## src/hw/rtl/tfs_pkg.sv

```systemverilog
// Shared types, constants and helpers for the telemetry frame stuffer.
// No dependencies; every other file of the block imports this package.
`timescale 1ns / 1ps

package tfs_pkg;

    // Byte codes on the line.
    localparam logic [7:0] ESC_BYTE   = 8'h7D;
    localparam logic [7:0] FLAG_BYTE  = 8'h7E;
    localparam logic [7:0] ESC_XOR    = 8'h20;
    localparam logic [7:0] TYPE_RESET = 8'h10;
    localparam logic [7:0] CHECK_BASE = 8'hFF;
    localparam logic [7:0] VOID_BYTE  = 8'h00;

    // Request kinds carried on tuser.
    localparam logic MODE_DATA = 1'b0;
    localparam logic MODE_VOID = 1'b1;

    // Seven raw bytes per frame (type, id, value) and the check byte after them.
    localparam int RAW_BYTES = 7;
    localparam int IDX_W     = 3;
    localparam logic [IDX_W-1:0] CHECK_IDX = 3'd7;

    // One classified request as it sits in the queue.
    typedef struct packed {
        logic                      mode;
        logic [RAW_BYTES-1:0][7:0] raw;
    } frame_req_t;

    // Queue status seen by the front end.
    typedef struct packed {
        logic full;
        logic empty;
    } queue_status_t;

    // 8-bit sum with end-around carry.
    function automatic logic [7:0] add_sum(input logic [7:0] sum, input logic [7:0] b);
        logic [8:0] s;
        s = {1'b0, sum} + {1'b0, b};
        return s[7:0] + {7'd0, s[8]};
    endfunction

endpackage

```

## src/hw/rtl/tfs_queue.sv

```systemverilog
// Two-entry request queue between the front end and the byte sequencer.
// Depends on tfs_pkg for the request type.
`timescale 1ns / 1ps

module tfs_queue
    import tfs_pkg::*;
(
    input  logic          aclk,
    input  logic          aresetn,
    input  logic          push,
    input  frame_req_t    push_req,
    input  logic          pop,
    output frame_req_t    head_req,
    output logic          head_valid,
    output queue_status_t status
);

    frame_req_t mem_reg [2];
    logic       wr_ptr_reg, wr_ptr_next;
    logic       rd_ptr_reg, rd_ptr_next;
    logic [1:0] count_reg,  count_next;

    // Pointer and fill count update.
    always_comb begin
        wr_ptr_next = wr_ptr_reg;
        rd_ptr_next = rd_ptr_reg;
        count_next  = count_reg;
        if (push) begin
            wr_ptr_next = ~wr_ptr_reg;
        end
        if (pop) begin
            rd_ptr_next = ~rd_ptr_reg;
        end
        if (push && !pop) begin
            count_next = count_reg + 2'd1;
        end else if (pop && !push) begin
            count_next = count_reg - 2'd1;
        end
    end

    always_ff @(posedge aclk) begin
        if (!aresetn) begin
            wr_ptr_reg <= 1'b0;
            rd_ptr_reg <= 1'b0;
            count_reg  <= 2'd0;
        end else begin
            wr_ptr_reg <= wr_ptr_next;
            rd_ptr_reg <= rd_ptr_next;
            count_reg  <= count_next;
        end
    end

    // Entry storage; payload needs no reset.
    always_ff @(posedge aclk) begin
        if (push) begin
            mem_reg[wr_ptr_reg] <= push_req;
        end
    end

    assign head_req     = mem_reg[rd_ptr_reg];
    assign head_valid   = (count_reg != 2'd0);
    assign status.full  = (count_reg == 2'd2);
    assign status.empty = (count_reg == 2'd0);

endmodule

```

## src/hw/rtl/tfs_front.sv

```systemverilog
// Front end: holds the type register, accepts requests and packs them into
// queue entries. Depends on tfs_pkg.
`timescale 1ns / 1ps

module tfs_front
    import tfs_pkg::*;
(
    input  logic          aclk,
    input  logic          aresetn,
    input  logic          cfg_wr_en,
    input  logic [7:0]    cfg_wr_data,
    input  logic          s_tvalid,
    output logic          s_tready,
    input  logic [47:0]   s_tdata,
    input  logic [0:0]    s_tuser,
    input  queue_status_t q_status,
    output logic          push,
    output frame_req_t    push_req
);

    logic [7:0] frame_type_reg;

    // Type register, to be written only while the block is idle; the block itself does not enforce this.
    always_ff @(posedge aclk) begin
        if (!aresetn) begin
            frame_type_reg <= TYPE_RESET;
        end else if (cfg_wr_en) begin
            frame_type_reg <= cfg_wr_data;
        end
    end

    assign s_tready = !q_status.full;
    assign push     = s_tvalid && s_tready;

    // Byte order on the line: type, id low to high, value low to high.
    always_comb begin
        push_req.mode   = s_tuser[0];
        push_req.raw[0] = frame_type_reg;
        push_req.raw[1] = s_tdata[7:0];
        push_req.raw[2] = s_tdata[15:8];
        push_req.raw[3] = s_tdata[23:16];
        push_req.raw[4] = s_tdata[31:24];
        push_req.raw[5] = s_tdata[39:32];
        push_req.raw[6] = s_tdata[47:40];
    end

endmodule

```

## src/hw/rtl/tfs_back.sv

```systemverilog
// Back end: walks one queued request byte by byte, escapes reserved codes,
// keeps the running check sum and drives the output register. Depends on tfs_pkg.
`timescale 1ns / 1ps

module tfs_back
    import tfs_pkg::*;
(
    input  logic       aclk,
    input  logic       aresetn,
    input  frame_req_t head_req,
    input  logic       head_valid,
    output logic       pop,
    output logic       m_tvalid,
    input  logic       m_tready,
    output logic [7:0] m_tdata,
    output logic       m_tlast
);

    logic [IDX_W-1:0] idx_reg,    idx_next;
    logic             esc_reg,    esc_next;
    logic [7:0]       sum_reg,    sum_next;
    logic             m_valid_reg, m_valid_next;
    logic [7:0]       m_data_reg, m_data_next;
    logic             m_last_reg, m_last_next;

    logic       step;
    logic       is_void;
    logic       at_check;
    logic [7:0] cur_byte;
    logic       need_esc;

    assign is_void  = (head_req.mode == MODE_VOID);
    assign at_check = (idx_reg == CHECK_IDX);
    assign step     = head_valid && (!m_valid_reg || m_tready);

    // Unescaped byte at the current position.
    always_comb begin
        if (at_check) begin
            cur_byte = is_void ? CHECK_BASE : (CHECK_BASE - sum_reg);
        end else begin
            cur_byte = is_void ? VOID_BYTE : head_req.raw[idx_reg];
        end
    end

    assign need_esc = !is_void && ((cur_byte == ESC_BYTE) || (cur_byte == FLAG_BYTE));

    // Sequencer: one output byte per step, a reserved code takes two steps.
    always_comb begin
        idx_next     = idx_reg;
        esc_next     = esc_reg;
        sum_next     = sum_reg;
        m_valid_next = m_valid_reg && !m_tready;
        m_data_next  = m_data_reg;
        m_last_next  = m_last_reg;
        pop          = 1'b0;
        if (step) begin
            m_valid_next = 1'b1;
            if (need_esc && !esc_reg) begin
                m_data_next = ESC_BYTE;
                m_last_next = 1'b0;
                esc_next    = 1'b1;
            end else begin
                m_data_next = esc_reg ? (cur_byte ^ ESC_XOR) : cur_byte;
                m_last_next = at_check;
                esc_next    = 1'b0;
                if (at_check) begin
                    idx_next = '0;
                    sum_next = 8'd0;
                    pop      = 1'b1;
                end else begin
                    idx_next = idx_reg + 3'd1;
                    sum_next = add_sum(sum_reg, cur_byte);
                end
            end
        end
    end

    always_ff @(posedge aclk) begin
        if (!aresetn) begin
            idx_reg     <= '0;
            esc_reg     <= 1'b0;
            sum_reg     <= 8'd0;
            m_valid_reg <= 1'b0;
        end else begin
            idx_reg     <= idx_next;
            esc_reg     <= esc_next;
            sum_reg     <= sum_next;
            m_valid_reg <= m_valid_next;
        end
    end

    // Output payload needs no reset.
    always_ff @(posedge aclk) begin
        m_data_reg <= m_data_next;
        m_last_reg <= m_last_next;
    end

    assign m_tvalid = m_valid_reg;
    assign m_tdata  = m_data_reg;
    assign m_tlast  = m_last_reg;

endmodule

```

## src/hw/rtl/telemetry_frame_stuffer.sv

```systemverilog
// Top level of the telemetry frame stuffer: front end, request queue, back end.
// Depends on tfs_pkg, tfs_front, tfs_queue and tfs_back.
`timescale 1ns / 1ps
//
// Usage:
// - The input stream carries one send request per item: tuser[0] selects a
//   data frame (0) or the fixed void frame (1); tdata holds the id and value.
// - The output stream carries one line byte per item, tlast on the final byte.
// - A data frame is the type byte, id and value low byte first, then the
//   check byte; 0x7D and 0x7E go out as 0x7D and the byte XOR 0x20.
// - A void frame is seven zero bytes followed by 0xFF.
// - cfg_wr_en/cfg_wr_data write the type byte; write it only while idle.
// An accepted request enters the queue; if that was empty and the output
//   register free, the sequencer loads its first byte into that register.
// The sequencer sends one output byte per cycle while a request is queued
//   and m_tready is high; a frame is 8 to 16 bytes, 8 plus one per escape.
// The two-entry queue lets the next request be accepted while a frame is
//   still being sent. When the receiver stalls, the output byte holds and the
//   sequencer waits; the input stalls once the queue is full.
// Reset clears the queue, the sequencer and the output valid, and sets the
//   type byte to 0x10.
//

module telemetry_frame_stuffer
    import tfs_pkg::*;
(
    input  logic        aclk,
    input  logic        aresetn,
    input  logic        cfg_wr_en,
    input  logic [7:0]  cfg_wr_data,
    input  logic        s_tvalid,
    output logic        s_tready,
    input  logic [47:0] s_tdata,   // [15:0] data_id, [47:16] value
    input  logic [0:0]  s_tuser,   // [0] mode
    output logic        m_tvalid,
    input  logic        m_tready,
    output logic [7:0]  m_tdata,   // [7:0] out_byte
    output logic        m_tlast
);

    queue_status_t q_status;
    logic          push;
    frame_req_t    push_req;
    logic          pop;
    frame_req_t    head_req;
    logic          head_valid;

    // Accept and classify requests.
    tfs_front u_front (
        .aclk        (aclk),
        .aresetn     (aresetn),
        .cfg_wr_en   (cfg_wr_en),
        .cfg_wr_data (cfg_wr_data),
        .s_tvalid    (s_tvalid),
        .s_tready    (s_tready),
        .s_tdata     (s_tdata),
        .s_tuser     (s_tuser),
        .q_status    (q_status),
        .push        (push),
        .push_req    (push_req)
    );

    // Decouple the two sides.
    tfs_queue u_queue (
        .aclk       (aclk),
        .aresetn    (aresetn),
        .push       (push),
        .push_req   (push_req),
        .pop        (pop),
        .head_req   (head_req),
        .head_valid (head_valid),
        .status     (q_status)
    );

    // Serialize frames onto the output stream.
    tfs_back u_back (
        .aclk       (aclk),
        .aresetn    (aresetn),
        .head_req   (head_req),
        .head_valid (head_valid),
        .pop        (pop),
        .m_tvalid   (m_tvalid),
        .m_tready   (m_tready),
        .m_tdata    (m_tdata),
        .m_tlast    (m_tlast)
    );

endmodule

```

## config.mk

```make
export PLATFORM = sky130hd
export DESIGN_NAME = telemetry_frame_stuffer
export DESIGN_NICKNAME = d
export VERILOG_FILES = /design/src/hw/rtl/tfs_pkg.sv /design/src/hw/rtl/tfs_queue.sv /design/src/hw/rtl/tfs_front.sv /design/src/hw/rtl/tfs_back.sv /design/src/hw/rtl/telemetry_frame_stuffer.sv
export SDC_FILE = /design/constraint.sdc
export NUM_CORES = 1
export LEC_CHECK = 0
export BUFFER_PORTS_ARGS = -buffer_cell sky130_fd_sc_hd__buf_2
export CAP_MARGIN = 20
export CORE_MARGIN = 2
export CORE_UTILIZATION = 53
export CTS_BUF_LIST = sky130_fd_sc_hd__clkbuf_8 sky130_fd_sc_hd__clkbuf_16
export CTS_CLUSTER_SIZE = 25
export DETAILED_ROUTE_END_ITERATION = 7
export PLACE_DENSITY = 0.74
export SYNTH_ARGS = -nofsm -noshare
export SYNTH_HDL_FRONTEND = slang
export SYNTH_SLANG_ARGS = --single-unit
```

## constraint.sdc

```tcl
create_clock -name aclk -period 5.2 [get_ports aclk]
set_clock_uncertainty 0.05 [all_clocks]
set_input_delay 0.78 -clock aclk [delete_from_list [all_inputs] [get_ports aclk]]
set_output_delay 0.78 -clock aclk [all_outputs]
set_load 0.01 [all_outputs]
```

Word level (Yosys, flattened, before mapping)
Memories as Yosys holds them, arrays and structs flattened. A register that Yosys moved wholly into a read port is not among the register bits.
Cells that the tools add are included.
{"block": "word_totals", "register_bits": 34, "ram_bits": 114, "output_inout_bits": 11, "memories": 1}
{"block": "op_classes", "add_sub_neg": 6, "magnitude_cmp": 1, "eq_ne": 4, "n_mux": 19, "bitwise": 4, "n_reduce_logical": 19}
{"name": "u_queue.mem_reg", "words": 2, "word_bits": 57, "read_ports": 1, "rd_clocked_by_memory_dff": 1, "write_ports": 1, "line_no": "tfs_queue.sv:18", "text": "frame_req_t mem_reg [2];"}
{"op": "two-way mux 8 bit", "count": 5}
{"op": "binary-select mux 8 bit (select 3 bit)", "count": 1}
{"op": "== test 8 x 7 -> 1 bit, second input constant", "count": 2}
{"op": "adder 8 x 8 -> 9 bit", "count": 1}
{"op": "two-way mux 1 bit", "count": 9}
{"op": "adder 8 x 1 -> 8 bit", "count": 1}
{"op": "subtractor 8 bit, first input constant", "count": 1}
{"op": "logical AND 1 bit", "count": 7}
{"op": "logical NOT 1 bit", "count": 7}
{"op": "two-way mux 6 bit", "count": 1}
{"op": "< comparator 3 x 4 -> 1 bit, second input constant", "count": 1}
{"op": "two-way mux 2 bit", "count": 2}
{"op": "NOT 1 bit", "count": 4}
{"op": "nonzero test 2 bit", "count": 2}
{"op": "adder 3 x 1 -> 3 bit, second input constant", "count": 1}
{"op": "== test 3 bit, second input constant", "count": 1}
{"op": "two-way mux 3 bit", "count": 1}
{"op": "adder 2 x 1 -> 2 bit, second input constant", "count": 1}
{"op": "== test 2 bit, second input constant", "count": 1}
{"op": "logical OR 1 bit", "count": 2}
{"op": "AND reduction 2 bit", "count": 1}
{"op": "subtractor 2 x 1 -> 2 bit, second input constant", "count": 1}

Longest topological paths before layout
{"block": "depth", "depth_word": 13, "mapped_depth": 23, "depth_no_buf": 21}

Cells and area by module
A second synthesis with hierarchy kept.
{"block": "hier_totals", "cells_unflattened": 500, "hier_area_um2": 7061.8}
{"mod": "tfs_queue", "n_inst": 1, "cells_per_inst": 200, "area_per_inst_um2": 4341.7}
{"mod": "tfs_back", "n_inst": 1, "cells_per_inst": 224, "area_per_inst_um2": 2043.2}
{"mod": "tfs_front", "n_inst": 1, "cells_per_inst": 76, "area_per_inst_um2": 676.9}

Worst setup path after synthesis
No wires, ideal clock.
{"block": "synth_path", "path_kind": "register -> register", "from": "reg u_back.idx_reg[1]", "to": "reg u_back.sum_reg[7]", "arrival_ns": 4.791, "path_slack_ns": 0.225, "path_stages_with_launch": 23, "synth_period_minus_slack_ns": 4.975, "cell_sequence": "dfxtp_1 > buf_2 > buf_2 > inv_1 > o311a_1 > o31ai_2 > ha_1 > inv_1 > fa_1 > clkbuf_1 > nand2b_1 > a21oi_1 > a41oi_1 > nand2b_1 > a21o_1 > ha_1 > or3b_2 > a2111o_1 > a211oi_1 > nand4_1 > xnor2_1 > o2111ai_1 > o311ai_1"}
{"block": "synth_via", "elab_chain_len": 10}
{"item": "start, declared", "line_no": "tfs_back.sv:19", "text": "logic [IDX_W-1:0] idx_reg, idx_next;"}
{"item": "start signal, assigned", "line_no": "tfs_back.sv:85", "text": "idx_reg <= idx_next;"}
{"item": "binary-select mux 8 bit (select 3 bit)", "line_no": "tfs_back.sv:41", "text": "cur_byte = is_void ? VOID_BYTE : head_req.raw[idx_reg];"}
{"item": "two-way mux 8 bit (not written as such)", "line_no": "tfs_back.sv:41"}
{"item": "two-way mux 8 bit", "line_no": "tfs_back.sv:41"}
{"item": "two-way mux 8 bit *", "line_no": "tfs_back.sv:38", "text": "if (at_check) begin"}
{"item": "named net u_back.cur_byte[0]", "line_no": "tfs_back.sv:29", "text": "logic [7:0] cur_byte;"}
{"item": "branches (longest 6 deep; another with adder 8 x 8 -> 9 bit)"}
{"item": "end signal, assigned", "line_no": "tfs_back.sv:87", "text": "sum_reg <= sum_next;"}
{"item": "end, declared", "line_no": "tfs_back.sv:21", "text": "logic [7:0] sum_reg, sum_next;"}
Mark *: on every way through the listed nets, which the timed path passes. The select of a mux whose other input is x is not followed.
A chain may end at the register's enable or synchronous reset.

==> metrics.md <==
| Metric | Value |
|---|---|
| Outcome | `finished, final reports clean` |
| DRT Wirelength | `between 10 and 15 mm` |
| Initial antenna violation count | `0` |
| Synthesized area | `0.00669 sq mm` |
| Count of final hold-check violations | `0` |
| R2R setup slack | `380 ps` |
| CP Launch Type | `register` |
| Worst Hold Class | `register to register` |
| Fin area | `between 0.007 and 0.008 sq mm` |
| Global Route Usage Sum | `22.4%` |
| Synth Area in Simple Gates | `~7.4%` |
| Fillcell total | `904` |
| WP data arrival | `5060 ps` |
| Drt first pass iters | `5` |
| Critical Path End Type | `register` |
| Post-synth top area cell | `edfxtp_1` |
| CTS tree | `built` |
| Post-synth ARST share | `0%` |
| DR iter-0 viols | `346` |
| Nets | `606` |
| Top cells by count, synth | `edfxtp_1, nand2_1, nor2_1, dfxtp_1, mux4_2` |
| Largest register FFs | `114` |
| Max-slew headroom | `between 50% and 60%` |
| Critical path class | `register to register` |
| Setup violations, final | `0` |
| Initial core utilization | `53.7%` |
| Buf/Inv on CP | `2` |
| Synth area leaders | `edfxtp_1, dfxtp_1, mux4_2, ha_1, mux2i_1` |
| CP top delay family | `compound AO/OA/AOI/OAI gates` |
| Fraction of layout cells with a size suffix above 1 | `29.9%` |
| CORE AREA | `0.0125 sq mm` |
| DR DRC count | `0` |
| Crit-path cells | `buf_12 -> mux4_1 -> nand2_1 -> o311a_1 -> o31ai_2 -> ha_1 -> inv_1 -> fa_1 -> nand2b_1 -> a21oi_1 -> a41oi_1 -> nand2b_1 -> a21o_1 -> ha_1 -> or3b_2 -> a2111o_1 -> a211oi_2 -> nand4_1 -> xnor2_1 -> o2111ai_1 -> o311ai_1` |
| Area after DPL | `0.00727 sq mm` |
| Gpl congestion | `approximately 0.94` |
| Synth Area in Adders | `around 2.9%` |
| Depth of the worst hold-timing path | `0` |
| CTS hold repair buffers | `0` |
| WP depth | `21` |
| IO Count | `73` |
| Worst Path Max Fanout | `20` |
| Clock tree buffer depth | `2` |
| Post-synth EDFFs | `123` |
| WP data required | `5440 ps` |
| Die area | `0.0135 sq mm` |
| Area grow syn2layout | `19.1%` |
| PwrDens | `455 mW/mm^2` |
| Total gr overflow | `0` |
| Reg2Reg Depth | `21` |
| Clk root buf | `clkbuf_16` |
| Row count | `between 40 and 50` |
| Routed Antenna Nets | `0` |
| IO Port Bufs | `72` |
| HP Start | `u_front.frame_type_reg[1]` |
| Total CTS buffers | `17` |
| H-tree depth | `4` |
| MaxCap Viol Count | `0` |
| Cell count after synthesis | `between 400 and 500` |
| Syn Nets | `518` |
| Top cell type's share of synthesized area | `55.2%` |
| Max-slew violations | `0` |
| Fmax | `207 MHz` |
| Final Core Density | `63.9%` |
| Leakage | `2.92 nW` |
| Sequential area share after synthesis | `63.0%` |
| Prevailing post-synth register cell | `edfxtp_1` |
| Mux cell area share after synthesis | `11.5%` |
| Distinct cell type count after synthesis | `68` |
| CP max stage delay | `460 ps` |
| Yosys reg bits | `between 100 and 150` |
| Largest net degree at the start of global routing | `between 40 and 50` |
| DR vias | `4139` |
| Worst-Margin Slew | `674 ps` |
| Synth Area in XOR/XNOR | `2.22%` |
| Most common cell in the netlist | `edfxtp_1` |
| Complex-gate fraction of the synthesized area | `10.3%` |
| Total Power | `3.62 mW` |
| Max VDD drop | `337 uV` |
| HPWL reported at the end of detailed placement | `between 9 and 10 mm` |
| Via density | `5.80` |
| Vias in the first global route | `4152` |
| Period Utilization, post-route | `92.7%` |
| Die width | `116 um` |
| Fin crit period | `4820 ps` |
| Reg-to-reg endpoint | `u_back.sum_reg[7]` |
| Main combinational cell family by area after synthesis | `multiplexers` |
| Worst-Skew Late Latency | `430 ps` |
| Reg clk slew, reported paths | `60 ps` |
| # clock sinks | `149` |
| Hold path endpoint | `u_queue.mem_reg[0][1]` |
| Mean Syn Cell Area | `15.2 sq um` |
| # diodes | `0` |
| Wire length of the first global-routing pass | `approximately 22 mm` |
| Die H | `116 um` |
| WL per Instance | `~20 um` |
| Yosys synthesis warning count | `0` |
| Slowest stage cell, crit path | `or3b_2` |
==> metrics by stage <==
stage	instances	TNS (ps)	worst slack [ps]	hold WS, ps
3_3_place_gp	681	0	322	386
6_report	714	0	377	420
4_1_cts	713	0	272	421
2_1_floorplan	441	0	225	375
3_5_place_dp	681	0	303	398
5_1_grt	714	-23.5	-23.5	425
==> how the worst max path moves through the flow <==
stage                           start           endpoint  slack [ps]
floorplan           u_back.idx_reg[1]  u_back.sum_reg[7]         230
global placement             register  u_back.sum_reg[7]         320
detailed placement           register  u_back.sum_reg[7]         300
CTS                 u_back.idx_reg[2]  u_back.sum_reg[7]         270
global route                 register  u_back.sum_reg[7]         -20
finish                       register  u_back.sum_reg[7]         380
==> area by class of cell <==
| class | instances | area, sq um | area share (%) |
|---|---|---|---|
| clock buffers | 21 | 480 | 6.03 |
| repair buffers | 89 | 500 | 6.28 |
| well taps | 172 | 215 | 2.70 |
| inverters | 11 | 41.3 | 0.518 |
| multi-input cells | 261 | 2310 | 29.0 |
| clock inverters | 11 | 195 | 2.45 |
| flip-flops and latches | 149 | 4220 | 53.0 |
==> worst register-to-register path, stage by stage (launching register included) <==
cell and delay, ps:
dfxtp_4 390, buf_12 180, mux4_1 340, nand2_1 50, o311a_1 150, o31ai_2 250
ha_1 250, inv_1 60, fa_1 370, nand2b_1 200, a21oi_1 210, a41oi_1 190
nand2b_1 110, a21o_1 120, ha_1 200, or3b_2 460, a2111o_1 310, a211oi_2 260
nand4_1 150, xnor2_1 160, o2111ai_1 100, o311ai_1 120
==> power by group <==
part / leakage [nW] / total, mW / internal [mW] / switching [mW]
clock network: 0.327 / 1.37 / 0.903 / 0.469
registers: 1.37 / 1.52 / 1.45 / 0.0682
logic: 1.22 / 0.735 / 0.300 / 0.435
total: 2.92 / 3.62 / 2.65 / 0.972
==> timing repair <==
action / CTS / global route
resized for setup: 0 / 5
setup buffers: 0 / 1
setup endpoints to repair: 0 / 2
==> placed cells by master (no fill, tap or decap), types with 8 or more instances in the layout <==
cell type / n
xnor2_1: 8
clkbuf_16: 17
nand3_1: 8
dfxtp_1: 22
inv_1: 12
buf_2: 72
nor2_1: 28
mux2i_1: 16
edfxtp_1: 123
mux4_2: 17
xor2_1: 9
nand2_1: 33
ha_1: 14
a21oi_1: 10
buf_4: 16
==> routing by layer <==
metal | vias to the layer above | global-route usage [%] | wire, um
met2 | 152 | 35.7 | 6770
met3 | 25 | 5.81 | 847
met4 | 0 | 9.05 | 302
met1 | 2034 | 29.8 | 5990
met5 | - | 0 | 0
li1 | 1928 | - | -
==> cells by family (layout without fill, tap and decap cells) <==
| logic type | after synthesis | in the layout |
|---|---|---|
| DFF | 149 | 149 |
| and+or+nand+nor | 103 | 103 |
| AOI/OAI and AO/OA | 82 | 82 |
| muxes | 44 | 44 |
| buffers and inverters | 31 | 132 |
| xor gates and xnor gates | 17 | 17 |
| adders and majority gates | 15 | 15 |
Power figures use the tool's default switching activity.
